### config.mk
export PLATFORM = sky130hd
export DESIGN_NAME = aes_queue
export DESIGN_NICKNAME = d
export VERILOG_FILES = /design/src/design/aes_pkg.sv /design/src/design/aes_queue.sv
export SDC_FILE = /design/constraint.sdc
export NUM_CORES = 1
export LEC_CHECK = 0
export BUFFER_PORTS_ARGS = -buffer_cell sky130_fd_sc_hd__buf_4
export CORE_MARGIN = 5
export CORE_UTILIZATION = 64
export CTS_BUF_LIST = sky130_fd_sc_hd__clkbuf_2 sky130_fd_sc_hd__clkbuf_4 sky130_fd_sc_hd__clkbuf_8
export CTS_CLUSTER_DIAMETER = 150
export DETAILED_ROUTE_END_ITERATION = 10
export HOLD_SLACK_MARGIN = 0.03
export PLACE_DENSITY = 0.95
export SLEW_MARGIN = 20
export SYNTH_ARGS = -nofsm -noshare
export SYNTH_HDL_FRONTEND = slang
export SYNTH_SLANG_ARGS = --single-unit
### constraint.sdc
create_clock -name clk -period 18.5 [get_ports clk]
set_input_delay 0.925 -clock clk [delete_from_list [all_inputs] [get_ports clk]]
set_output_delay 0.925 -clock clk [all_outputs]
set_load 0.03 [all_outputs]
### src/design/aes_pkg.sv
// ----------------------------------------------------------------------------
// AES-128 package
// S-box table, round helpers and shared types for the key-stream encryptor.
// ----------------------------------------------------------------------------
package aes_pkg;

  localparam int unsigned BlockW  = 128;
  localparam int unsigned HalfW   = 64;
  localparam int unsigned Rounds  = 10;
  localparam int unsigned CfgIdxW = 1;
  localparam int unsigned QDepth  = 4;

  localparam logic [CfgIdxW-1:0] RegPtHigh = 1'b0;
  localparam logic [CfgIdxW-1:0] RegPtLow  = 1'b1;

  typedef logic [BlockW-1:0] block_t;

  // Key and state travel together down the round pipeline.
  typedef struct packed {
    block_t state;
    block_t rkey;
  } round_data_t;

  function automatic logic [7:0] sbox(input logic [7:0] a);
    logic [7:0] r;
    unique case (a)
      8'h00: r=8'h63; 8'h01: r=8'h7c; 8'h02: r=8'h77; 8'h03: r=8'h7b;
      8'h04: r=8'hf2; 8'h05: r=8'h6b; 8'h06: r=8'h6f; 8'h07: r=8'hc5;
      8'h08: r=8'h30; 8'h09: r=8'h01; 8'h0a: r=8'h67; 8'h0b: r=8'h2b;
      8'h0c: r=8'hfe; 8'h0d: r=8'hd7; 8'h0e: r=8'hab; 8'h0f: r=8'h76;
      8'h10: r=8'hca; 8'h11: r=8'h82; 8'h12: r=8'hc9; 8'h13: r=8'h7d;
      8'h14: r=8'hfa; 8'h15: r=8'h59; 8'h16: r=8'h47; 8'h17: r=8'hf0;
      8'h18: r=8'had; 8'h19: r=8'hd4; 8'h1a: r=8'ha2; 8'h1b: r=8'haf;
      8'h1c: r=8'h9c; 8'h1d: r=8'ha4; 8'h1e: r=8'h72; 8'h1f: r=8'hc0;
      8'h20: r=8'hb7; 8'h21: r=8'hfd; 8'h22: r=8'h93; 8'h23: r=8'h26;
      8'h24: r=8'h36; 8'h25: r=8'h3f; 8'h26: r=8'hf7; 8'h27: r=8'hcc;
      8'h28: r=8'h34; 8'h29: r=8'ha5; 8'h2a: r=8'he5; 8'h2b: r=8'hf1;
      8'h2c: r=8'h71; 8'h2d: r=8'hd8; 8'h2e: r=8'h31; 8'h2f: r=8'h15;
      8'h30: r=8'h04; 8'h31: r=8'hc7; 8'h32: r=8'h23; 8'h33: r=8'hc3;
      8'h34: r=8'h18; 8'h35: r=8'h96; 8'h36: r=8'h05; 8'h37: r=8'h9a;
      8'h38: r=8'h07; 8'h39: r=8'h12; 8'h3a: r=8'h80; 8'h3b: r=8'he2;
      8'h3c: r=8'heb; 8'h3d: r=8'h27; 8'h3e: r=8'hb2; 8'h3f: r=8'h75;
      8'h40: r=8'h09; 8'h41: r=8'h83; 8'h42: r=8'h2c; 8'h43: r=8'h1a;
      8'h44: r=8'h1b; 8'h45: r=8'h6e; 8'h46: r=8'h5a; 8'h47: r=8'ha0;
      8'h48: r=8'h52; 8'h49: r=8'h3b; 8'h4a: r=8'hd6; 8'h4b: r=8'hb3;
      8'h4c: r=8'h29; 8'h4d: r=8'he3; 8'h4e: r=8'h2f; 8'h4f: r=8'h84;
      8'h50: r=8'h53; 8'h51: r=8'hd1; 8'h52: r=8'h00; 8'h53: r=8'hed;
      8'h54: r=8'h20; 8'h55: r=8'hfc; 8'h56: r=8'hb1; 8'h57: r=8'h5b;
      8'h58: r=8'h6a; 8'h59: r=8'hcb; 8'h5a: r=8'hbe; 8'h5b: r=8'h39;
      8'h5c: r=8'h4a; 8'h5d: r=8'h4c; 8'h5e: r=8'h58; 8'h5f: r=8'hcf;
      8'h60: r=8'hd0; 8'h61: r=8'hef; 8'h62: r=8'haa; 8'h63: r=8'hfb;
      8'h64: r=8'h43; 8'h65: r=8'h4d; 8'h66: r=8'h33; 8'h67: r=8'h85;
      8'h68: r=8'h45; 8'h69: r=8'hf9; 8'h6a: r=8'h02; 8'h6b: r=8'h7f;
      8'h6c: r=8'h50; 8'h6d: r=8'h3c; 8'h6e: r=8'h9f; 8'h6f: r=8'ha8;
      8'h70: r=8'h51; 8'h71: r=8'ha3; 8'h72: r=8'h40; 8'h73: r=8'h8f;
      8'h74: r=8'h92; 8'h75: r=8'h9d; 8'h76: r=8'h38; 8'h77: r=8'hf5;
      8'h78: r=8'hbc; 8'h79: r=8'hb6; 8'h7a: r=8'hda; 8'h7b: r=8'h21;
      8'h7c: r=8'h10; 8'h7d: r=8'hff; 8'h7e: r=8'hf3; 8'h7f: r=8'hd2;
      8'h80: r=8'hcd; 8'h81: r=8'h0c; 8'h82: r=8'h13; 8'h83: r=8'hec;
      8'h84: r=8'h5f; 8'h85: r=8'h97; 8'h86: r=8'h44; 8'h87: r=8'h17;
      8'h88: r=8'hc4; 8'h89: r=8'ha7; 8'h8a: r=8'h7e; 8'h8b: r=8'h3d;
      8'h8c: r=8'h64; 8'h8d: r=8'h5d; 8'h8e: r=8'h19; 8'h8f: r=8'h73;
      8'h90: r=8'h60; 8'h91: r=8'h81; 8'h92: r=8'h4f; 8'h93: r=8'hdc;
      8'h94: r=8'h22; 8'h95: r=8'h2a; 8'h96: r=8'h90; 8'h97: r=8'h88;
      8'h98: r=8'h46; 8'h99: r=8'hee; 8'h9a: r=8'hb8; 8'h9b: r=8'h14;
      8'h9c: r=8'hde; 8'h9d: r=8'h5e; 8'h9e: r=8'h0b; 8'h9f: r=8'hdb;
      8'ha0: r=8'he0; 8'ha1: r=8'h32; 8'ha2: r=8'h3a; 8'ha3: r=8'h0a;
      8'ha4: r=8'h49; 8'ha5: r=8'h06; 8'ha6: r=8'h24; 8'ha7: r=8'h5c;
      8'ha8: r=8'hc2; 8'ha9: r=8'hd3; 8'haa: r=8'hac; 8'hab: r=8'h62;
      8'hac: r=8'h91; 8'had: r=8'h95; 8'hae: r=8'he4; 8'haf: r=8'h79;
      8'hb0: r=8'he7; 8'hb1: r=8'hc8; 8'hb2: r=8'h37; 8'hb3: r=8'h6d;
      8'hb4: r=8'h8d; 8'hb5: r=8'hd5; 8'hb6: r=8'h4e; 8'hb7: r=8'ha9;
      8'hb8: r=8'h6c; 8'hb9: r=8'h56; 8'hba: r=8'hf4; 8'hbb: r=8'hea;
      8'hbc: r=8'h65; 8'hbd: r=8'h7a; 8'hbe: r=8'hae; 8'hbf: r=8'h08;
      8'hc0: r=8'hba; 8'hc1: r=8'h78; 8'hc2: r=8'h25; 8'hc3: r=8'h2e;
      8'hc4: r=8'h1c; 8'hc5: r=8'ha6; 8'hc6: r=8'hb4; 8'hc7: r=8'hc6;
      8'hc8: r=8'he8; 8'hc9: r=8'hdd; 8'hca: r=8'h74; 8'hcb: r=8'h1f;
      8'hcc: r=8'h4b; 8'hcd: r=8'hbd; 8'hce: r=8'h8b; 8'hcf: r=8'h8a;
      8'hd0: r=8'h70; 8'hd1: r=8'h3e; 8'hd2: r=8'hb5; 8'hd3: r=8'h66;
      8'hd4: r=8'h48; 8'hd5: r=8'h03; 8'hd6: r=8'hf6; 8'hd7: r=8'h0e;
      8'hd8: r=8'h61; 8'hd9: r=8'h35; 8'hda: r=8'h57; 8'hdb: r=8'hb9;
      8'hdc: r=8'h86; 8'hdd: r=8'hc1; 8'hde: r=8'h1d; 8'hdf: r=8'h9e;
      8'he0: r=8'he1; 8'he1: r=8'hf8; 8'he2: r=8'h98; 8'he3: r=8'h11;
      8'he4: r=8'h69; 8'he5: r=8'hd9; 8'he6: r=8'h8e; 8'he7: r=8'h94;
      8'he8: r=8'h9b; 8'he9: r=8'h1e; 8'hea: r=8'h87; 8'heb: r=8'he9;
      8'hec: r=8'hce; 8'hed: r=8'h55; 8'hee: r=8'h28; 8'hef: r=8'hdf;
      8'hf0: r=8'h8c; 8'hf1: r=8'ha1; 8'hf2: r=8'h89; 8'hf3: r=8'h0d;
      8'hf4: r=8'hbf; 8'hf5: r=8'he6; 8'hf6: r=8'h42; 8'hf7: r=8'h68;
      8'hf8: r=8'h41; 8'hf9: r=8'h99; 8'hfa: r=8'h2d; 8'hfb: r=8'h0f;
      8'hfc: r=8'hb0; 8'hfd: r=8'h54; 8'hfe: r=8'hbb; 8'hff: r=8'h16;
      default: r = 8'h00;
    endcase
    return r;
  endfunction

  function automatic logic [7:0] xtime(input logic [7:0] b);
    return {b[6:0], 1'b0} ^ (b[7] ? 8'h1b : 8'h00);
  endfunction

  // Round constant for round n (1..10), counted from 0x01.
  function automatic logic [7:0] rcon(input int unsigned n);
    logic [7:0] r;
    r = 8'h01;
    for (int unsigned i = 1; i < 10; i++) begin
      if (i < n) r = xtime(r);
    end
    return r;
  endfunction

  // Byte i of a block, byte 0 in the top bits.
  function automatic logic [7:0] byte_of(input block_t b, input int unsigned i);
    return b[BlockW-1-8*i -: 8];
  endfunction

  function automatic block_t next_key(input block_t k, input logic [7:0] rc);
    logic [7:0] kb [16];
    logic [7:0] t [4];
    block_t o;
    for (int unsigned i = 0; i < 16; i++) kb[i] = byte_of(k, i);
    t[0] = sbox(kb[13]) ^ rc;
    t[1] = sbox(kb[14]);
    t[2] = sbox(kb[15]);
    t[3] = sbox(kb[12]);
    for (int unsigned i = 0; i < 4; i++) kb[i] = kb[i] ^ t[i];
    for (int unsigned i = 4; i < 16; i++) kb[i] = kb[i] ^ kb[i-4];
    for (int unsigned i = 0; i < 16; i++) o[BlockW-1-8*i -: 8] = kb[i];
    return o;
  endfunction

  // SubBytes, ShiftRows and optionally MixColumns.
  function automatic block_t round_fn(input block_t s, input logic mix);
    logic [7:0] sb [16];
    logic [7:0] t [16];
    logic [7:0] a0, a1, a2, a3, al;
    block_t o;
    for (int unsigned i = 0; i < 16; i++) sb[i] = byte_of(s, i);
    for (int unsigned c = 0; c < 4; c++) begin
      for (int unsigned r = 0; r < 4; r++) begin
        t[r + 4*c] = sbox(sb[r + 4*((c + r) % 4)]);
      end
    end
    if (mix) begin
      for (int unsigned c = 0; c < 4; c++) begin
        a0 = t[4*c]; a1 = t[4*c+1]; a2 = t[4*c+2]; a3 = t[4*c+3];
        al = a0 ^ a1 ^ a2 ^ a3;
        t[4*c]   = a0 ^ al ^ xtime(a0 ^ a1);
        t[4*c+1] = a1 ^ al ^ xtime(a1 ^ a2);
        t[4*c+2] = a2 ^ al ^ xtime(a2 ^ a3);
        t[4*c+3] = a3 ^ al ^ xtime(a3 ^ a0);
      end
    end
    for (int unsigned i = 0; i < 16; i++) o[BlockW-1-8*i -: 8] = t[i];
    return o;
  endfunction

endpackage

### src/design/aes_queue.sv
// ----------------------------------------------------------------------------
// AES queue
// Small FIFO between front and back so each side stalls on its own.
// ----------------------------------------------------------------------------
module aes_queue #(
  parameter int unsigned DEPTH = aes_pkg::QDepth
) (
  input  logic                  clk,
  input  logic                  rst_n,
  input  logic                  s_valid,
  output logic                  s_ready,
  input  aes_pkg::round_data_t  s_data,
  output logic                  m_valid,
  input  logic                  m_ready,
  output aes_pkg::round_data_t  m_data
);
  import aes_pkg::*;

  localparam int unsigned PtrW = (DEPTH > 1) ? $clog2(DEPTH) : 1;

  round_data_t       mem_r [DEPTH];
  logic [PtrW-1:0]   wp_r, rp_r;
  logic [PtrW:0]     cnt_r;
  logic              push, pop;

  assign s_ready = (cnt_r != (PtrW+1)'(DEPTH));
  assign m_valid = (cnt_r != '0);
  assign push    = s_valid && s_ready;
  assign pop     = m_valid && m_ready;
  assign m_data  = mem_r[rp_r];

  // Pointers wrap at the depth.
  always_ff @(posedge clk) begin
    if (!rst_n) begin
      wp_r  <= '0;
      rp_r  <= '0;
      cnt_r <= '0;
    end else begin
      if (push) wp_r <= (wp_r == PtrW'(DEPTH-1)) ? '0 : wp_r + 1'b1;
      if (pop)  rp_r <= (rp_r == PtrW'(DEPTH-1)) ? '0 : rp_r + 1'b1;
      cnt_r <= cnt_r + (PtrW+1)'(push) - (PtrW+1)'(pop);
    end
  end

  always_ff @(posedge clk) begin
    if (push) mem_r[wp_r] <= s_data;
  end
endmodule

Word-level counts from Yosys, hierarchy flattened:

Memory sizes are Yosys's and may differ from the RTL's. A register that Yosys moved wholly into a read port is not among the register bits.
Cells that the tools add are included.
Widths: inputs -> output; s select.

* bits in read-only memories: 0
* memories kept: 1
* bits in registers: 7
* logic and storage cells: 20
* latch bits: 0
* output and inout bits: 258
* RAM bits: 1024
* input port bits: 260

* bitwise gates (word level): 0
* $add $sub $neg: 4
* div/mod/pow operators: 0
* multiply operators: 0
* reductions and logical operators: 3
* shift operators: 0
* $lt $le $gt $ge: 0
* equal/unequal tests: 3
* muxes and demuxes: 6

Memory list
* mem_r: words 4, width 256, rd ports 1, clocked after Yosys merged registers in 1, wr ports 1, RTL line aes_queue.sv:21 `round_data_t mem_r [DEPTH];`

Operator list (count)
* $mux 2: 4
* $add 2x1->2 const B: 2
* $eq 2x2->1 const B: 2
* $add 3x1->3: 1
* $ne 3x3->1 const B: 1
* $reduce_bool 3->1: 1
* $sub 3x1->3: 1
* $logic_and 1x1->1: 2
* $mux 1: 2

Longest topological paths before layout:

* word-level depth: 4
* depth in mapped cells: 12
* mapped depth without buffers: 11

Worst setup path before layout:

No wires, ideal clock.

* kind: input port to flip-flop
* start point: in s_valid
* end point: mem mem_r[0][0] (netlist name) (enable)
* path buffers: 0
* cell stages on the path: 1
* data arrival time: 6780 ps
* library setup time: 652 ps
* required time: 17848 ps
* slack: 11068 ps
* cells stage by stage: and3_1

* longest elaborated chain between the ends: 3

RTL lines
* start, declared: RTL line aes_queue.sv:10 `input logic s_valid,`
* $logic_and 1x1->1: RTL line aes_queue.sv:28 `assign push = s_valid && s_ready;`
* $mux 1: RTL line aes_queue.sv:46 `if (push) mem_r[wp_r] <= s_data;`
* $mux 1 (not written as such): RTL line aes_queue.sv:46
* end, declared: RTL line aes_queue.sv:21

No other way between the ends.

==> flow_summary.ini <==
[setup_path]
crit_buf_inv = 4
ff2ff_path_depth = 4
worst-path-stages = 5
cp_slowest_cell = buf_4
crit_fanout = 48
r2r_setup_slack_ns = 14.43
cp.required_ns = 17.57
worstSetupPathType = flop to output pin
cpMostUsedCell = buf_4
cp_top_family = buffers and inverters
r2r-end = mem_r[1][134]
cp_slowest_stage_delay_ns = 0.86
worstSetupStartpointType = flop
crit_chain = buf_4 > buf_4 > buf_4 > mux4_2 > buf_4
arrival_ns = 5.10
r2r_start = cnt_r[1]
endpoint_kind = output pin

[status]
status = finished, final reports clean

[routing]
avgRoutedWirePerCell_um = 31.2
drt-initial-drc-count = 1795
viasPerCell = 6.26
dr.pass1.iters = 5
drc = 0
vias = 18300
wirelength_um = 91200
ant_nets = 0

[yosys]
syn-cell-area_um2 = 37700
synth_cells = 1389
ys_types = 28
synth_top_area_cell = edfxtp_1
synth.top_cell.area_share = 0.816
ys_ff_latch = 1033
syn_area_per_cell_um2 = 27.1
synth_seq_area_share = 0.821
syn_nets = 1657
synthTopCellsByArea = edfxtp_1 82%, mux4_2 15%, buf_12 1.2%
ys_warn_count = 0

[placed_design]
place_hpwl_um = 53800
post-place-cells = 2639
pre_cts_ws_ns = 13.19
place_congestion = 0.791
port_buffers = 517

[sta]
slew_headroom = 0.257
report.final.slew_viol_count = 0
setup_viol = 0
worst_slack_ns = 12.47
max_freq_mhz = 166
skew_ns = 0.0435
worstMarginPinSlew_ns = 1.11
post-route-period-util = 0.326
rsz0062_at_grt = false
hold_viol = 0
fin_tns_setup_ns = 0
post-route-min-period_ns = 6.03

[die]
die_width_um = 253
dieArea_um2 = 63800
io_pins = 518
num_rows = 89
floorplan.initialDensity = 0.642
core_area_um2 = 58700
die-height_um = 253

[cells_and_area]
area_growth_pct = 19.4
final_cell_mix = 1024 x edfxtp_1, 535 x buf_4, 256 x mux4_2
final_common_cell = edfxtp_1
final_core_util = 0.767
layout-drive-gt1-share = 0.487
stdcell_count = 2923
layout.nets = 2291

[clock_tree]
cts.path.max_buffers = 3
clock_latency_ns = 0.79
postCtsHoldBufs = 0
cts_resized = 0
cts-root-buf = clkbuf_8
post-cts-setup-buffers = 0
htree_levels = 4
cts_buffers = 155
clk_pin_slew_ns = 0.07
clkSinkCount = 1033
cts_tree = done

[power]
p_leak_uw = 0.0151
p_per_area_nw_per_um2 = 146
vdd_drop_max_mv = 0.226

[grt]
grt_usage = 0.288
gr-total-overflow = 0
grt_start_max_net_pins = 144
grt_pass1_wl_um = 132000
antenna_found_initial = 12
grt_pass1_vias = 19600

[hold_path]
hold-path-endpoint = mem_r[0][57]
min_path_type = input port to flop
holdCritStartpoint = s_data[57]
holdPathStages = 1

[job]
max_cap_violations = 0
## cells in the mapped netlist
library cell,n
edfxtp_1,1024
mux4_2,256
buf_2,25
buf_12,22
dfxtp_1,9
ha_1,7
inv_1,6
buf_8,5
nand2_1,5
and3_1,4
clkbuf_1,3
and2_1,2
buf_6,2
nand3_1,2
nor2_1,2
o21ai_0,2
xnor2_1,2
and2_4,1
buf_1,1
buf_4,1
fa_1,1
mux2i_1,1
nand4_1,1
nor2b_1,1
o21ai_1,1
o31ai_1,1
or3_1,1
or3b_1,1
## per-stage QoR
step,hold WS [ns],cell area (µm²),total power (µW)
5_1_grt,0.278,45000,6790
4_1_cts,0.258,45000,6600
3_5_place_dp,0.556,42000,4790
6_report,0.329,45000,6560
2_1_floorplan,0.468,37700,4240
3_3_place_gp,0.476,42000,4710
## power breakdown
group	internal (µW)	switching (µW)	total, µW
logic	720	1110	1830
clock network	928	856	1780
registers	2840	100	2940
total	4490	2070	6560
## worst reg2reg max path, stage by stage, from the launching register on
cell and delay (ns):
dfxtp_1 0.45, or3b_1 0.38, and3_4 0.82, buf_4 0.99, buf_4 0.96
## state kept, by name (all words and copies together), names as in the netlist, named ones only
register  flops
cnt_r         3
mem_r      1024
wp_r          2
rp_r          2
## worst max-delay path by stage
stage                        to  slack [ns]
finish              m_data[129]       12.47
global route        m_data[129]       11.85
CTS                 m_data[129]       12.24
detailed placement  m_data[129]       13.19
global placement    m_data[130]       13.22
floorplan           mem_r[0][0]       11.07
## cell type report
class	count	area [µm²]
Fill cell	2591	13700
Inverter	6	22.5
Sequential cell	1033	30900
Tap cell	773	967
Multi-Input combinational cell	291	6050
Clock buffer	214	2600
Timing Repair Buffer	536	4040
Clock inverter	62	352
Antenna cell	8	20.0
## layer usage
metal,vias to the layer above,share of wire,GRT usage
met5,-,0.00068,0
met4,8,0.040,0.117
met3,216,0.11,0.0970
met2,1276,0.53,0.490
met1,9461,0.32,0.342
li1,7343,-,-
## cell families (layout without fill, tap and decap cells)
kind of cell	count (synthesis)	in the layout	synth area share
AND/OR/NAND/NOR	20	20	0.00292
XOR/XNOR	2	2	0.000465
AO/OA/AOI/OAI	4	4	0.000598
buffers and inverters	65	818	0.0188
multiplexers	257	257	0.153
adder cells (fa/ha/maj)	8	8	0.00286
flip-flops	1033	1033	0.821
other	0	8	0
(Power assumes the default switching activity.)
