$ cat config.mk
export PLATFORM = sky130hd
export DESIGN_NAME = aes_front
export DESIGN_NICKNAME = d
export VERILOG_FILES = /design/src/design/aes_pkg.sv /design/src/design/aes_front.sv
export SDC_FILE = /design/constraint.sdc
export NUM_CORES = 1
export LEC_CHECK = 0
export BUFFER_PORTS_ARGS = -buffer_cell sky130_fd_sc_hd__buf_2
export CAP_MARGIN = 0
export CORE_AREA = 2 2 179 181
export DETAILED_ROUTE_END_ITERATION = 8
export DIE_AREA = 0 0 181 183
export GPL_ROUTABILITY_DRIVEN = 0
export HOLD_SLACK_MARGIN = 0.08
export PLACE_DENSITY = 0.81
export SYNTH_ARGS = -nofsm -noshare
export SYNTH_HDL_FRONTEND = slang
export SYNTH_SLANG_ARGS = --single-unit
$ cat constraint.sdc
create_clock -name clk -period 8.9 [get_ports clk]
set_input_delay 0.89 -clock clk [delete_from_list [all_inputs] [get_ports clk]]
set_output_delay 0.89 -clock clk [all_outputs]
set_load 0.02 [all_outputs]
$ cat src/design/aes_pkg.sv
// ----------------------------------------------------------------------------
// AES-128 package
// S-box table, round helpers and shared types for the key-stream encryptor.
// ----------------------------------------------------------------------------
package aes_pkg;

  localparam int unsigned BlockW  = 128;
  localparam int unsigned HalfW   = 64;
  localparam int unsigned Rounds  = 10;
  localparam int unsigned CfgIdxW = 1;
  localparam int unsigned QDepth  = 4;

  localparam logic [CfgIdxW-1:0] RegPtHigh = 1'b0;
  localparam logic [CfgIdxW-1:0] RegPtLow  = 1'b1;

  typedef logic [BlockW-1:0] block_t;

  // Key and state travel together down the round pipeline.
  typedef struct packed {
    block_t state;
    block_t rkey;
  } round_data_t;

  function automatic logic [7:0] sbox(input logic [7:0] a);
    logic [7:0] r;
    unique case (a)
      8'h00: r=8'h63; 8'h01: r=8'h7c; 8'h02: r=8'h77; 8'h03: r=8'h7b;
      8'h04: r=8'hf2; 8'h05: r=8'h6b; 8'h06: r=8'h6f; 8'h07: r=8'hc5;
      8'h08: r=8'h30; 8'h09: r=8'h01; 8'h0a: r=8'h67; 8'h0b: r=8'h2b;
      8'h0c: r=8'hfe; 8'h0d: r=8'hd7; 8'h0e: r=8'hab; 8'h0f: r=8'h76;
      8'h10: r=8'hca; 8'h11: r=8'h82; 8'h12: r=8'hc9; 8'h13: r=8'h7d;
      8'h14: r=8'hfa; 8'h15: r=8'h59; 8'h16: r=8'h47; 8'h17: r=8'hf0;
      8'h18: r=8'had; 8'h19: r=8'hd4; 8'h1a: r=8'ha2; 8'h1b: r=8'haf;
      8'h1c: r=8'h9c; 8'h1d: r=8'ha4; 8'h1e: r=8'h72; 8'h1f: r=8'hc0;
      8'h20: r=8'hb7; 8'h21: r=8'hfd; 8'h22: r=8'h93; 8'h23: r=8'h26;
      8'h24: r=8'h36; 8'h25: r=8'h3f; 8'h26: r=8'hf7; 8'h27: r=8'hcc;
      8'h28: r=8'h34; 8'h29: r=8'ha5; 8'h2a: r=8'he5; 8'h2b: r=8'hf1;
      8'h2c: r=8'h71; 8'h2d: r=8'hd8; 8'h2e: r=8'h31; 8'h2f: r=8'h15;
      8'h30: r=8'h04; 8'h31: r=8'hc7; 8'h32: r=8'h23; 8'h33: r=8'hc3;
      8'h34: r=8'h18; 8'h35: r=8'h96; 8'h36: r=8'h05; 8'h37: r=8'h9a;
      8'h38: r=8'h07; 8'h39: r=8'h12; 8'h3a: r=8'h80; 8'h3b: r=8'he2;
      8'h3c: r=8'heb; 8'h3d: r=8'h27; 8'h3e: r=8'hb2; 8'h3f: r=8'h75;
      8'h40: r=8'h09; 8'h41: r=8'h83; 8'h42: r=8'h2c; 8'h43: r=8'h1a;
      8'h44: r=8'h1b; 8'h45: r=8'h6e; 8'h46: r=8'h5a; 8'h47: r=8'ha0;
      8'h48: r=8'h52; 8'h49: r=8'h3b; 8'h4a: r=8'hd6; 8'h4b: r=8'hb3;
      8'h4c: r=8'h29; 8'h4d: r=8'he3; 8'h4e: r=8'h2f; 8'h4f: r=8'h84;
      8'h50: r=8'h53; 8'h51: r=8'hd1; 8'h52: r=8'h00; 8'h53: r=8'hed;
      8'h54: r=8'h20; 8'h55: r=8'hfc; 8'h56: r=8'hb1; 8'h57: r=8'h5b;
      8'h58: r=8'h6a; 8'h59: r=8'hcb; 8'h5a: r=8'hbe; 8'h5b: r=8'h39;
      8'h5c: r=8'h4a; 8'h5d: r=8'h4c; 8'h5e: r=8'h58; 8'h5f: r=8'hcf;
      8'h60: r=8'hd0; 8'h61: r=8'hef; 8'h62: r=8'haa; 8'h63: r=8'hfb;
      8'h64: r=8'h43; 8'h65: r=8'h4d; 8'h66: r=8'h33; 8'h67: r=8'h85;
      8'h68: r=8'h45; 8'h69: r=8'hf9; 8'h6a: r=8'h02; 8'h6b: r=8'h7f;
      8'h6c: r=8'h50; 8'h6d: r=8'h3c; 8'h6e: r=8'h9f; 8'h6f: r=8'ha8;
      8'h70: r=8'h51; 8'h71: r=8'ha3; 8'h72: r=8'h40; 8'h73: r=8'h8f;
      8'h74: r=8'h92; 8'h75: r=8'h9d; 8'h76: r=8'h38; 8'h77: r=8'hf5;
      8'h78: r=8'hbc; 8'h79: r=8'hb6; 8'h7a: r=8'hda; 8'h7b: r=8'h21;
      8'h7c: r=8'h10; 8'h7d: r=8'hff; 8'h7e: r=8'hf3; 8'h7f: r=8'hd2;
      8'h80: r=8'hcd; 8'h81: r=8'h0c; 8'h82: r=8'h13; 8'h83: r=8'hec;
      8'h84: r=8'h5f; 8'h85: r=8'h97; 8'h86: r=8'h44; 8'h87: r=8'h17;
      8'h88: r=8'hc4; 8'h89: r=8'ha7; 8'h8a: r=8'h7e; 8'h8b: r=8'h3d;
      8'h8c: r=8'h64; 8'h8d: r=8'h5d; 8'h8e: r=8'h19; 8'h8f: r=8'h73;
      8'h90: r=8'h60; 8'h91: r=8'h81; 8'h92: r=8'h4f; 8'h93: r=8'hdc;
      8'h94: r=8'h22; 8'h95: r=8'h2a; 8'h96: r=8'h90; 8'h97: r=8'h88;
      8'h98: r=8'h46; 8'h99: r=8'hee; 8'h9a: r=8'hb8; 8'h9b: r=8'h14;
      8'h9c: r=8'hde; 8'h9d: r=8'h5e; 8'h9e: r=8'h0b; 8'h9f: r=8'hdb;
      8'ha0: r=8'he0; 8'ha1: r=8'h32; 8'ha2: r=8'h3a; 8'ha3: r=8'h0a;
      8'ha4: r=8'h49; 8'ha5: r=8'h06; 8'ha6: r=8'h24; 8'ha7: r=8'h5c;
      8'ha8: r=8'hc2; 8'ha9: r=8'hd3; 8'haa: r=8'hac; 8'hab: r=8'h62;
      8'hac: r=8'h91; 8'had: r=8'h95; 8'hae: r=8'he4; 8'haf: r=8'h79;
      8'hb0: r=8'he7; 8'hb1: r=8'hc8; 8'hb2: r=8'h37; 8'hb3: r=8'h6d;
      8'hb4: r=8'h8d; 8'hb5: r=8'hd5; 8'hb6: r=8'h4e; 8'hb7: r=8'ha9;
      8'hb8: r=8'h6c; 8'hb9: r=8'h56; 8'hba: r=8'hf4; 8'hbb: r=8'hea;
      8'hbc: r=8'h65; 8'hbd: r=8'h7a; 8'hbe: r=8'hae; 8'hbf: r=8'h08;
      8'hc0: r=8'hba; 8'hc1: r=8'h78; 8'hc2: r=8'h25; 8'hc3: r=8'h2e;
      8'hc4: r=8'h1c; 8'hc5: r=8'ha6; 8'hc6: r=8'hb4; 8'hc7: r=8'hc6;
      8'hc8: r=8'he8; 8'hc9: r=8'hdd; 8'hca: r=8'h74; 8'hcb: r=8'h1f;
      8'hcc: r=8'h4b; 8'hcd: r=8'hbd; 8'hce: r=8'h8b; 8'hcf: r=8'h8a;
      8'hd0: r=8'h70; 8'hd1: r=8'h3e; 8'hd2: r=8'hb5; 8'hd3: r=8'h66;
      8'hd4: r=8'h48; 8'hd5: r=8'h03; 8'hd6: r=8'hf6; 8'hd7: r=8'h0e;
      8'hd8: r=8'h61; 8'hd9: r=8'h35; 8'hda: r=8'h57; 8'hdb: r=8'hb9;
      8'hdc: r=8'h86; 8'hdd: r=8'hc1; 8'hde: r=8'h1d; 8'hdf: r=8'h9e;
      8'he0: r=8'he1; 8'he1: r=8'hf8; 8'he2: r=8'h98; 8'he3: r=8'h11;
      8'he4: r=8'h69; 8'he5: r=8'hd9; 8'he6: r=8'h8e; 8'he7: r=8'h94;
      8'he8: r=8'h9b; 8'he9: r=8'h1e; 8'hea: r=8'h87; 8'heb: r=8'he9;
      8'hec: r=8'hce; 8'hed: r=8'h55; 8'hee: r=8'h28; 8'hef: r=8'hdf;
      8'hf0: r=8'h8c; 8'hf1: r=8'ha1; 8'hf2: r=8'h89; 8'hf3: r=8'h0d;
      8'hf4: r=8'hbf; 8'hf5: r=8'he6; 8'hf6: r=8'h42; 8'hf7: r=8'h68;
      8'hf8: r=8'h41; 8'hf9: r=8'h99; 8'hfa: r=8'h2d; 8'hfb: r=8'h0f;
      8'hfc: r=8'hb0; 8'hfd: r=8'h54; 8'hfe: r=8'hbb; 8'hff: r=8'h16;
      default: r = 8'h00;
    endcase
    return r;
  endfunction

  function automatic logic [7:0] xtime(input logic [7:0] b);
    return {b[6:0], 1'b0} ^ (b[7] ? 8'h1b : 8'h00);
  endfunction

  // Round constant for round n (1..10), counted from 0x01.
  function automatic logic [7:0] rcon(input int unsigned n);
    logic [7:0] r;
    r = 8'h01;
    for (int unsigned i = 1; i < 10; i++) begin
      if (i < n) r = xtime(r);
    end
    return r;
  endfunction

  // Byte i of a block, byte 0 in the top bits.
  function automatic logic [7:0] byte_of(input block_t b, input int unsigned i);
    return b[BlockW-1-8*i -: 8];
  endfunction

  function automatic block_t next_key(input block_t k, input logic [7:0] rc);
    logic [7:0] kb [16];
    logic [7:0] t [4];
    block_t o;
    for (int unsigned i = 0; i < 16; i++) kb[i] = byte_of(k, i);
    t[0] = sbox(kb[13]) ^ rc;
    t[1] = sbox(kb[14]);
    t[2] = sbox(kb[15]);
    t[3] = sbox(kb[12]);
    for (int unsigned i = 0; i < 4; i++) kb[i] = kb[i] ^ t[i];
    for (int unsigned i = 4; i < 16; i++) kb[i] = kb[i] ^ kb[i-4];
    for (int unsigned i = 0; i < 16; i++) o[BlockW-1-8*i -: 8] = kb[i];
    return o;
  endfunction

  // SubBytes, ShiftRows and optionally MixColumns.
  function automatic block_t round_fn(input block_t s, input logic mix);
    logic [7:0] sb [16];
    logic [7:0] t [16];
    logic [7:0] a0, a1, a2, a3, al;
    block_t o;
    for (int unsigned i = 0; i < 16; i++) sb[i] = byte_of(s, i);
    for (int unsigned c = 0; c < 4; c++) begin
      for (int unsigned r = 0; r < 4; r++) begin
        t[r + 4*c] = sbox(sb[r + 4*((c + r) % 4)]);
      end
    end
    if (mix) begin
      for (int unsigned c = 0; c < 4; c++) begin
        a0 = t[4*c]; a1 = t[4*c+1]; a2 = t[4*c+2]; a3 = t[4*c+3];
        al = a0 ^ a1 ^ a2 ^ a3;
        t[4*c]   = a0 ^ al ^ xtime(a0 ^ a1);
        t[4*c+1] = a1 ^ al ^ xtime(a1 ^ a2);
        t[4*c+2] = a2 ^ al ^ xtime(a2 ^ a3);
        t[4*c+3] = a3 ^ al ^ xtime(a3 ^ a0);
      end
    end
    for (int unsigned i = 0; i < 16; i++) o[BlockW-1-8*i -: 8] = t[i];
    return o;
  endfunction

endpackage

$ cat src/design/aes_front.sv
// ----------------------------------------------------------------------------
// AES front end
// Holds the plaintext registers and takes each key item, applying the
// initial AddRoundKey into a registered output stage.
// ----------------------------------------------------------------------------
module aes_front (
  input  logic                         clk,
  input  logic                         rst_n,
  input  logic                         cfg_we,
  input  logic [aes_pkg::CfgIdxW-1:0]  cfg_idx,
  input  logic [aes_pkg::HalfW-1:0]    cfg_wdata,
  input  logic                         in_valid,
  output logic                         in_ready,
  input  aes_pkg::block_t              in_key,
  output logic                         f_valid,
  input  logic                         f_ready,
  output aes_pkg::round_data_t         f_data
);
  import aes_pkg::*;

  logic [HalfW-1:0] pt_hi_r, pt_lo_r;
  logic             vld_r;
  round_data_t      data_r;

  // Plaintext registers; only two indexes exist.
  always_ff @(posedge clk) begin
    if (!rst_n) begin
      pt_hi_r <= '0;
      pt_lo_r <= '0;
    end else if (cfg_we) begin
      unique case (cfg_idx)
        RegPtHigh: pt_hi_r <= cfg_wdata;
        RegPtLow:  pt_lo_r <= cfg_wdata;
        default: ;
      endcase
    end
  end

  assign in_ready = !vld_r || f_ready;

  // Output stage carries the whitened state and the cipher key.
  always_ff @(posedge clk) begin
    if (!rst_n) vld_r <= 1'b0;
    else if (in_ready) vld_r <= in_valid;
  end

  always_ff @(posedge clk) begin
    if (in_ready && in_valid) begin
      data_r.state <= {pt_hi_r, pt_lo_r} ^ in_key;
      data_r.rkey  <= in_key;
    end
  end

  assign f_valid = vld_r;
  assign f_data  = data_r;
endmodule

---- Word level (Yosys, flattened, before mapping) ----
Cells that the tools add are included.
word-level totals
  bits in registers ....................... 385
  bits in latches ......................... 0
  RAM bits ................................ 0
  memory bits (read-only) ................. 0
  input port bits ......................... 198
  output and inout bits ................... 258
  memories kept ........................... 0
cells by class
  $add $sub $neg .......................... 0
  multiply operators ...................... 0
  divide/modulo/power cells ............... 0
  order comparisons ....................... 0
  eq/ne operators ......................... 0
  shifts and indexed selects .............. 0
  muxes and demuxes ....................... 0
  bitwise gates (word level) .............. 2
  reductions and logical operators ........ 5
operators with widths
  operator             count
  $xor A128 B128 Y128  1
  $reduce_and A2 Y1    2
  $logic_and A1 B1 Y1  1
  $logic_not A1 Y1     1
  $logic_or A1 B1 Y1   1
  $not A1 Y1           1

---- Depth between registers and ports, before layout ----
Gate-level depths: netlist of run 1.
  word-level depth ........................ 3
  gate-level depth with buffers ........... 4

---- Least setup slack after synthesis of run 1 ----
Ideal clock, no wire load.
  kind .................................... input-to-reg
  from .................................... in f_ready
  to ...................................... reg data_r, in the netlist f_data[0] (enable)
  setup time .............................. 648 ps
  arrival time ............................ 7001 ps
  data required time ...................... 8252 ps
  path slack .............................. 1251 ps
  stages on the path ...................... 2
  buffers on the path ..................... 0
  path through ............................ nand2b_1 -> and2_1
between the ends
  word-level cells in the longest chain between the ends .. 2
ends and longest elaborated chain
  element              line             text
  from (decl)          aes_front.sv:16  input logic f_ready,
  $logic_or A1 B1 Y1   aes_front.sv:39  assign in_ready = !vld_r || f_ready;
  $logic_and A1 B1 Y1  aes_front.sv:48  if (in_ready && in_valid) begin
  to (decl)            aes_front.sv:23  round_data_t data_r;
No other way between the ends.
A chain may end at the register's enable or synchronous reset.

---- Final worst setup path of run 1 ----
  from .................................... in f_ready
  to ...................................... reg data_r, in the netlist f_data[223] (enable)
The elaborated chain is that of the path after synthesis.

==> results of run 1 <==
[cell usage after synthesis]
library cell	instances
sky130_fd_sc_hd__mux2i_1	128
sky130_fd_sc_hd__buf_1	1
sky130_fd_sc_hd__buf_2	18
sky130_fd_sc_hd__buf_4	2
sky130_fd_sc_hd__nand2b_1	1
sky130_fd_sc_hd__xor2_1	128
sky130_fd_sc_hd__dfxtp_1	129
sky130_fd_sc_hd__nand2_1	192
sky130_fd_sc_hd__and2_1	2
sky130_fd_sc_hd__a21boi_1	1
sky130_fd_sc_hd__edfxtp_1	256
sky130_fd_sc_hd__clkbuf_1	1
sky130_fd_sc_hd__buf_6	13
sky130_fd_sc_hd__nor2b_1	1
sky130_fd_sc_hd__inv_1	1
[sequential cells by signal (all words and copies together), names as in the netlist]
name,flops
f_valid,1
pt_lo_r,64
f_data,256
pt_hi_r,64
[tightest hold or removal path: stages, from the launching register on]
cell and delay (ns):
sky130_fd_sc_hd__dfxtp_1 0.32, sky130_fd_sc_hd__nand2_1 0.05, sky130_fd_sc_hd__mux2i_1 0.05
[kinds of logic after synthesis]
logic type / Yosys count / synth area share, %
AO/OA/AOI/OAI: 1 / 0.0549
AND/OR/NAND/NOR: 196 / 5.45
buffers and inverters: 36 / 1.92
multiplexers: 128 / 9.36
XOR/XNOR: 128 / 8.19
flip-flops: 385 / 75.0
[through the flow]
stage,utilization [%],cells,area [sq um]
finish,56.2,1773,17600
floorplan,-,874,13700
global placement,52.1,1702,16300
detailed placement,52.1,1702,16300
global route,56.2,1773,17600
CTS,56.2,1771,17600
[cells in the final DEF, fill, tap and decap left out, drive strengths merged]
master | synthesis | routed
inv | 1 | 1
dfxtp | 129 | 129
diode | 0 | 2
nor2b | 1 | 1
edfxtp | 256 | 256
clkinv | 0 | 15
buf | 34 | 461
clkbuf | 1 | 52
mux2i | 128 | 128
nand2 | 192 | 192
xor2 | 128 | 128
bufinv | 0 | 2
nand2b | 1 | 1
a21boi | 1 | 1
and2 | 2 | 2
[metal layers]
metal | part of all wire, % | global-route usage [%] | vias to the layer above | wire (microns)
li1 | - | - | 3967 | -
met1 | 38 | 20.5 | 4047 | 11900
met2 | 50 | 32.7 | 381 | 15800
met3 | 8.9 | 5.94 | 60 | 2790
met4 | 2.9 | 6.34 | 2 | 902
met5 | 0.041 | 0 | - | 13
[layout make-up]
type	count	share of cell area [%]
multi-input combinational	453	18.0
sequential	385	58.5
clock buffer	52	6.54
timing repair buffer	461	13.3
clock inverter	17	0.748
inverter	1	0.0214
antenna	2	0.0285
tap	402	2.86
[path summary, 6_finish.rpt]
path                            cells after the start     endpoint  slack (ns)         from
worst max-delay path                                5  f_data[223]        5.79      f_ready
worst min-delay path                                2  pt_hi_r[25]        0.47  pt_hi_r[25]
worst max register to register                      4  f_data[223]        5.95      f_valid
worst min register to register                      2  pt_hi_r[25]        0.47  pt_hi_r[25]
[power by group]
group / internal (mW) / switching, mW / leakage (nW) / total [mW]
clock: 0.962 / 0.649 / 0.645 / 1.61
combinational: 0.136 / 0.260 / 3.38 / 0.396
sequential: 2.04 / 0.0440 / 3.53 / 2.09
==> impl_metrics.prom, run 1 <==
# TYPE chip_impl_metric gauge
chip_impl_metric{name="first_drt_iteration_drcs",unit=""} 429
chip_impl_metric{name="wl_per_cell",unit="microns"} 17.7
chip_impl_metric{name="slew_headroom",unit="%"} 18.5
chip_impl_metric{name="die-width",unit="microns"} 181
chip_impl_metric{name="finalWorstSetupSlack",unit="ns"} 5.79
chip_impl_metric{name="hpwl",unit="microns"} 22200
chip_impl_info{name="crit_chain",value="buf_2 -> nand2b_1 -> and2_4 -> buf_4 -> buf_4"} 1
chip_impl_metric{name="antenna_violations_before_repair",unit=""} 3
chip_impl_metric{name="setup_total_negative_slack",unit="ns"} 0
chip_impl_metric{name="crit_path_max_incr_delay",unit="ns"} 0.90
chip_impl_info{name="run_status",value="finished, final reports clean"} 1
chip_impl_metric{name="clock_sinks",unit=""} 385
chip_impl_metric{name="yosys.cell_types.count",unit=""} 15
chip_impl_metric{name="via_per_inst",unit=""} 4.77
chip_impl_metric{name="synth.yosys.seq_area_share",unit="%"} 75.0
chip_impl_metric{name="synthesis_to_finish_area_growth",unit="%"} 28.3
chip_impl_info{name="critPathMostFrequentCell",value="sky130_fd_sc_hd__buf_4"} 1
chip_impl_info{name="timing.critical_path.from_type",value="primary input"} 1
chip_impl_metric{name="crit_required",unit="ns"} 9.03
chip_impl_metric{name="multiInputGateArea",unit="sq um"} 3170
chip_impl_metric{name="n_fill_cell",unit=""} 2502
chip_impl_metric{name="finalPower",unit="mW"} 4.09
chip_impl_metric{name="cts-hold-fix-buffers",unit=""} 0
chip_impl_info{name="timing.critical_path.max_delay_family",value="buffers and inverters"} 1
chip_impl_info{name="ctsRootBufferMaster",value="sky130_fd_sc_hd__clkbuf_16"} 1
chip_impl_metric{name="synth_top_area_share",unit="%"} 56.2
chip_impl_info{name="endpoint_kind",value="flop"} 1
chip_impl_metric{name="cp.buffers_inverters",unit=""} 3
chip_impl_info{name="rsz0062_at_grt",value="no"} 1
chip_impl_metric{name="ff_latch_area",unit="sq um"} 10300
chip_impl_metric{name="buffer_levels_on_the_longest_clock_path",unit=""} 3
chip_impl_metric{name="place_ws",unit="ns"} 5.28
chip_impl_metric{name="wl",unit="microns"} 31400
chip_impl_metric{name="worst-path-max-fanout",unit=""} 83
chip_impl_metric{name="grt_start_max_net_pins",unit=""} 98
chip_impl_info{name="timing.setup.critical_path_class",value="primary input to flop"} 1
chip_impl_metric{name="total_number_of_vias",unit=""} 8457
chip_impl_metric{name="ir_worst_vdd",unit="uV"} 194
chip_impl_metric{name="post-cts-setup-buffer-count",unit=""} 0
chip_impl_metric{name="cts-buffers-inserted",unit=""} 38
chip_impl_metric{name="max_freq",unit="MHz"} 322
chip_impl_metric{name="clk-insertion-delay-late",unit="ns"} 0.51
chip_impl_metric{name="synth_seq_cells",unit=""} 385
chip_impl_metric{name="final_net_count",unit=""} 1538
chip_impl_metric{name="design.portCount",unit=""} 456
chip_impl_metric{name="wire_length_of_the_first_global_routing_pass",unit="microns"} 47100
chip_impl_info{name="worstHoldPathType",value="flop to flop"} 1
chip_impl_metric{name="synth.cell_area",unit="sq um"} 13700
chip_impl_metric{name="timing_worst_slew_pin_value",unit="ns"} 1.22
chip_impl_metric{name="globalRoute.totalOverflow",unit=""} 0
chip_impl_metric{name="drcViolationCount",unit=""} 0
chip_impl_metric{name="finClkSkew",unit="ns"} 0.00529
chip_impl_metric{name="post_synth.cell_area_avg",unit="sq um"} 15.7
chip_impl_metric{name="initial_core_util",unit="%"} 43.8
chip_impl_metric{name="post_cts.resized_instances",unit=""} 0
chip_impl_metric{name="pwr_density_cell",unit="nW/um^2"} 233
chip_impl_metric{name="finalWorstPathRequiredPeriod",unit="ns"} 3.11
chip_impl_metric{name="post_route_cells_drive_above_1_share",unit="%"} 38.4
chip_impl_metric{name="standard_cell_row_count",unit=""} 65
chip_impl_info{name="synth.area.top_cells",value="sky130_fd_sc_hd__edfxtp_1 (56%), sky130_fd_sc_hd__dfxtp_1 (19%), sky130_fd_sc_hd__mux2i_1 (9.4%)"} 1
chip_impl_info{name="tritoncts_clock_tree",value="built"} 1
chip_impl_metric{name="finalHoldWorstSlack",unit="ns"} 0.468
chip_impl_info{name="synth_top_cell_by_area",value="sky130_fd_sc_hd__edfxtp_1"} 1
chip_impl_metric{name="grt_util_all_layers",unit="%"} 18.3
chip_impl_metric{name="port-buffer-count",unit=""} 455
chip_impl_metric{name="worst_setup_hold_path_clk_slew",unit="ns"} 0.06
chip_impl_info{name="critical-path-slowest-cell",value="sky130_fd_sc_hd__buf_4"} 1
chip_impl_metric{name="max_cap_violations",unit=""} 0
chip_impl_metric{name="fin_crit_sh",unit="%"} 34.9
chip_impl_metric{name="die_area",unit="sq um"} 33100
chip_impl_metric{name="final-max-slew-violation-count",unit=""} 0
chip_impl_metric{name="setup_violations",unit=""} 0
chip_impl_metric{name="syn_nets",unit=""} 1072
chip_impl_metric{name="synthesis.yosys.warnings",unit=""} 0
chip_impl_metric{name="hold_violations",unit=""} 0
chip_impl_metric{name="drt.antenna.violating_nets",unit=""} 0
chip_impl_metric{name="drt_first_pass_iters",unit=""} 5
chip_impl_metric{name="htree_num_levels",unit=""} 2
chip_impl_metric{name="core",unit="sq um"} 31200
chip_impl_metric{name="worst-endpoint-arrival",unit="ns"} 3.24
chip_impl_metric{name="netlist_instances",unit=""} 874
chip_impl_metric{name="first_global_vias",unit=""} 8552
chip_impl_metric{name="cellLeakagePower",unit="nW"} 7.56
chip_impl_metric{name="die_boundary_height",unit="microns"} 183
No activity file was read; power rests on OpenSTA's default activity.
==> run 2: changes to the inputs <==
ABC_AREA = 1   (was not set)
CORE_AREA = 2 2 175 177   (was 2 2 179 181)
DIE_AREA = 0 0 177 179   (was 0 0 181 183)
PLACE_DENSITY = 0.84   (was 0.81)
clock period = 3 ns   (was 8.9 ns; I/O delays follow)
==> run 2 against run 1 <==
- synthesized area increased by 1.3%
- non-clock buffer count increased by 189
- synthesized cell count increased by 24%
- largest power group unchanged
- total power increased to 3.1 times the previous value
- largest cell class unchanged
==> impl_metrics.prom, run 2 <==
# TYPE chip_impl_metric gauge
chip_impl_metric{name="worst_setup_hold_path_clk_slew",unit="ns"} 0.06
chip_impl_metric{name="postLayoutCellArea",unit="sq um"} 19700
chip_impl_metric{name="via_per_inst",unit=""} 5.06
chip_impl_metric{name="buffer_levels_on_the_longest_clock_path",unit=""} 3
chip_impl_metric{name="final_cells",unit=""} 2157
chip_impl_info{name="yosys.cell_count.top_type",value="sky130_fd_sc_hd__edfxtp_1"} 1
chip_impl_metric{name="placedInstanceArea",unit="sq um"} 16500
chip_impl_info{name="ctsRootBufferMaster",value="sky130_fd_sc_hd__clkbuf_16"} 1
chip_impl_metric{name="place_ws",unit="ns"} 1.04
chip_impl_info{name="crit_chain",value="a21oi_4 -> buf_12"} 1
chip_impl_metric{name="worst-path-max-fanout",unit=""} 118
chip_impl_info{name="synth_top_cells_by_count",value="sky130_fd_sc_hd__edfxtp_1 (256), sky130_fd_sc_hd__nand2_1 (130), sky130_fd_sc_hd__dfxtp_1 (129)"} 1
chip_impl_info{name="final_common_cell",value="sky130_fd_sc_hd__buf_2"} 1
chip_impl_info{name="rsz0062_at_grt",value="no"} 1
chip_impl_info{name="timing.critical_path.from_type",value="flop"} 1
chip_impl_metric{name="synth.yosys.seq_area_share",unit="%"} 74.1
chip_impl_metric{name="drt_first_pass_iters",unit=""} 5
chip_impl_metric{name="die_area",unit="sq um"} 31700
chip_impl_metric{name="wire_length_of_the_first_global_routing_pass",unit="microns"} 59900
chip_impl_info{name="synth.area.top_cells",value="sky130_fd_sc_hd__edfxtp_1 (55%), sky130_fd_sc_hd__dfxtp_1 (19%), sky130_fd_sc_hd__xor2_1 (8.1%)"} 1
chip_impl_metric{name="max_freq",unit="MHz"} 579
chip_impl_metric{name="antenna_violations_before_repair",unit=""} 6
chip_impl_metric{name="setup_violations",unit=""} 0
chip_impl_metric{name="synth_top_area_share",unit="%"} 55.5
chip_impl_metric{name="cellLeakagePower",unit="nW"} 8.64
chip_impl_info{name="final_cell_mix",value="sky130_fd_sc_hd__buf_2 (454), sky130_fd_sc_hd__edfxtp_1 (256), sky130_fd_sc_hd__dlygate4sd3_1 (184), sky130_fd_sc_hd__nand2_1 (129), sky130_fd_sc_hd__dfxtp_1 (129)"} 1
chip_impl_info{name="endpoint_kind",value="flop"} 1
chip_impl_metric{name="yosys.cell_types.count",unit=""} 14
chip_impl_metric{name="slew_headroom",unit="%"} 46.1
chip_impl_metric{name="fraction_of_synthesis_flops_using_an_asynchronous_set_or_reset_pin",unit="%"} 0
chip_impl_info{name="run_status",value="finished, final reports clean"} 1
chip_impl_metric{name="initial_core_util",unit="%"} 46.2
chip_impl_metric{name="crit_required",unit="ns"} 3.14
chip_impl_metric{name="post_synth.cell_area_avg",unit="sq um"} 12.7
chip_impl_metric{name="finalPower",unit="mW"} 12.5
chip_impl_metric{name="finalWorstPathRequiredPeriod",unit="ns"} 1.73
chip_impl_metric{name="worst-endpoint-arrival",unit="ns"} 1.87
chip_impl_metric{name="clock_sinks",unit=""} 385
chip_impl_metric{name="grt_start_max_net_pins",unit=""} 119
chip_impl_metric{name="setup_total_negative_slack",unit="ns"} 0
chip_impl_metric{name="synthesis_to_finish_area_growth",unit="%"} 41.8
chip_impl_info{name="worstHoldPathType",value="primary input to flop"} 1
chip_impl_metric{name="count_of_flip_flops_with_a_built_in_enable_after_synthesis",unit=""} 256
chip_impl_metric{name="globalRoute.totalOverflow",unit=""} 0
chip_impl_metric{name="timing_worst_slew_pin_value",unit="ns"} 0.809
chip_impl_metric{name="post-cts-setup-buffer-count",unit=""} 0
chip_impl_metric{name="wl_per_cell",unit="microns"} 19.1
chip_impl_metric{name="hold_violations",unit=""} 0
chip_impl_info{name="synth_top_flop_cell",value="sky130_fd_sc_hd__edfxtp_1"} 1
chip_impl_metric{name="dp_cells",unit=""} 1897
chip_impl_metric{name="die-width",unit="microns"} 177
chip_impl_metric{name="port-buffer-count",unit=""} 455
chip_impl_metric{name="cts-hold-fix-buffers",unit=""} 183
chip_impl_metric{name="first_global_vias",unit=""} 10900
chip_impl_metric{name="first_drt_iteration_drcs",unit=""} 1014
chip_impl_metric{name="cp.buffers_inverters",unit=""} 1
chip_impl_metric{name="design.portCount",unit=""} 456
chip_impl_metric{name="standard_cell_row_count",unit=""} 64
chip_impl_metric{name="clk-insertion-delay-late",unit="ns"} 0.51
chip_impl_metric{name="final-max-slew-violation-count",unit=""} 0
chip_impl_metric{name="ir_worst_vdd",unit="uV"} 537
chip_impl_metric{name="synthesis.yosys.warnings",unit=""} 0
chip_impl_metric{name="post_cts.resized_instances",unit=""} 0
chip_impl_metric{name="pwr_density_cell",unit="nW/um^2"} 638
chip_impl_metric{name="final_net_count",unit=""} 1924
chip_impl_info{name="timing.setup.critical_path_class",value="flop to flop"} 1
chip_impl_metric{name="cts-buffers-inserted",unit=""} 39
chip_impl_metric{name="hpwl",unit="microns"} 24400
chip_impl_metric{name="htree_num_levels",unit=""} 2
chip_impl_metric{name="syn_nets",unit=""} 1286
chip_impl_info{name="critical-path-slowest-cell",value="sky130_fd_sc_hd__buf_12"} 1
chip_impl_metric{name="core",unit="sq um"} 30000
chip_impl_metric{name="post_route_cells_drive_above_1_share",unit="%"} 30.1
chip_impl_metric{name="fin_crit_sh",unit="%"} 57.5
chip_impl_info{name="tritoncts_clock_tree",value="built"} 1
chip_impl_metric{name="wl",unit="microns"} 41100
chip_impl_metric{name="max_cap_violations",unit=""} 0
chip_impl_metric{name="largest_register_ffs",unit=""} 256
chip_impl_info{name="timing.critical_path.max_delay_family",value="buffers and inverters"} 1
chip_impl_metric{name="drt.antenna.violating_nets",unit=""} 0
chip_impl_metric{name="netlist_instances",unit=""} 1088
chip_impl_metric{name="finalWorstSetupSlack",unit="ns"} 1.27
chip_impl_metric{name="total_number_of_vias",unit=""} 10900
chip_impl_info{name="synth_top_cell_by_area",value="sky130_fd_sc_hd__edfxtp_1"} 1
chip_impl_metric{name="synth.cell_area",unit="sq um"} 13900
chip_impl_metric{name="drcViolationCount",unit=""} 0
chip_impl_metric{name="synth_seq_cells",unit=""} 385
chip_impl_metric{name="die_boundary_height",unit="microns"} 179
chip_impl_metric{name="crit_path_max_incr_delay",unit="ns"} 0.45
chip_impl_metric{name="finClkSkew",unit="ns"} 0.00909
chip_impl_metric{name="grt_util_all_layers",unit="%"} 24.7
==> run 2: changes by cell type after synthesis, moves of 13 or more <==
| cell | delta |
|---|---|
| sky130_fd_sc_hd__mux2i_1 | -128 |
| sky130_fd_sc_hd__nand3_1 | +128 |
| sky130_fd_sc_hd__nor2_1 | +128 |
| sky130_fd_sc_hd__inv_1 | +67 |
| sky130_fd_sc_hd__a21oi_1 | +66 |
| sky130_fd_sc_hd__nand2_1 | -62 |
| sky130_fd_sc_hd__buf_6 | -13 |
==> run 2: path summary, 6_finish.rpt <==
check	cells past startpoint	slack [ns]	to	from
min reg2reg	2	0.47	pt_lo_r[39]	pt_lo_r[39]
min	3	0.09	pt_lo_r[38]	cfg_wdata[38]
max reg2reg	2	1.27	f_data[127]	f_valid
max	2	1.27	f_data[127]	f_valid
==> run 2: per-layer routing <==
layer	up-vias	share of wire [%]	GRT usage [%]
li1	4934	-	-
met1	5220	35	27.9
met2	631	53	45.4
met3	122	7.6	4.75
met4	0	4.0	11.1
met5	-	0	0
==> run 2: metrics by stage <==
| step | hold WS (ns) | utilization (%) |
|---|---|---|
| finish | 0.0877 | 65.5 |
| global route | 0.0879 | 65.5 |
| floorplan | 0.399 | - |
| CTS | 0.0807 | 65.4 |
| detailed placement | 0.465 | 55.1 |
| global placement | 0.460 | 55.1 |
==> run 2: logic make-up (layout without fill, tap and decap cells) <==
| kind of cell | after synthesis | in the layout | synth area share [%] |
|---|---|---|---|
| AO/OA/AOI/OAI | 66 | 66 | 2.38 |
| flip-flops | 385 | 385 | 74.1 |
| buffers and inverters | 122 | 789 | 3.74 |
| XOR/XNOR | 128 | 128 | 8.09 |
| AND/OR/NAND/NOR | 387 | 387 | 11.7 |
| other | 0 | 6 | 0 |
==> run 2: power breakdown <==
part           internal [mW]  switching [mW]  leakage [nW]
Clock                   2.77            2.01         0.615
Combinational          0.584           0.943          4.49
Sequential              6.07           0.153          3.54
Total                   9.43            3.11          8.64
==> run 2: cell type report <==
type	instances	area, sq um
diodes	6	15.0
clock buffers	55	1150
clock inverters	15	108
fillers	2084	10400
inverters	69	267
multi-input cells	581	3090
flip-flops and latches	385	10300
well taps	396	495
repair buffers	650	4270
==> run 2: worst register-to-register path: cells and delay by family (launching register included) <==
kind	cells	cell delay (ns)
buffers and inverters	1	0.45
flip-flops	1	0.35
AO/OA/AOI/OAI	1	0.34
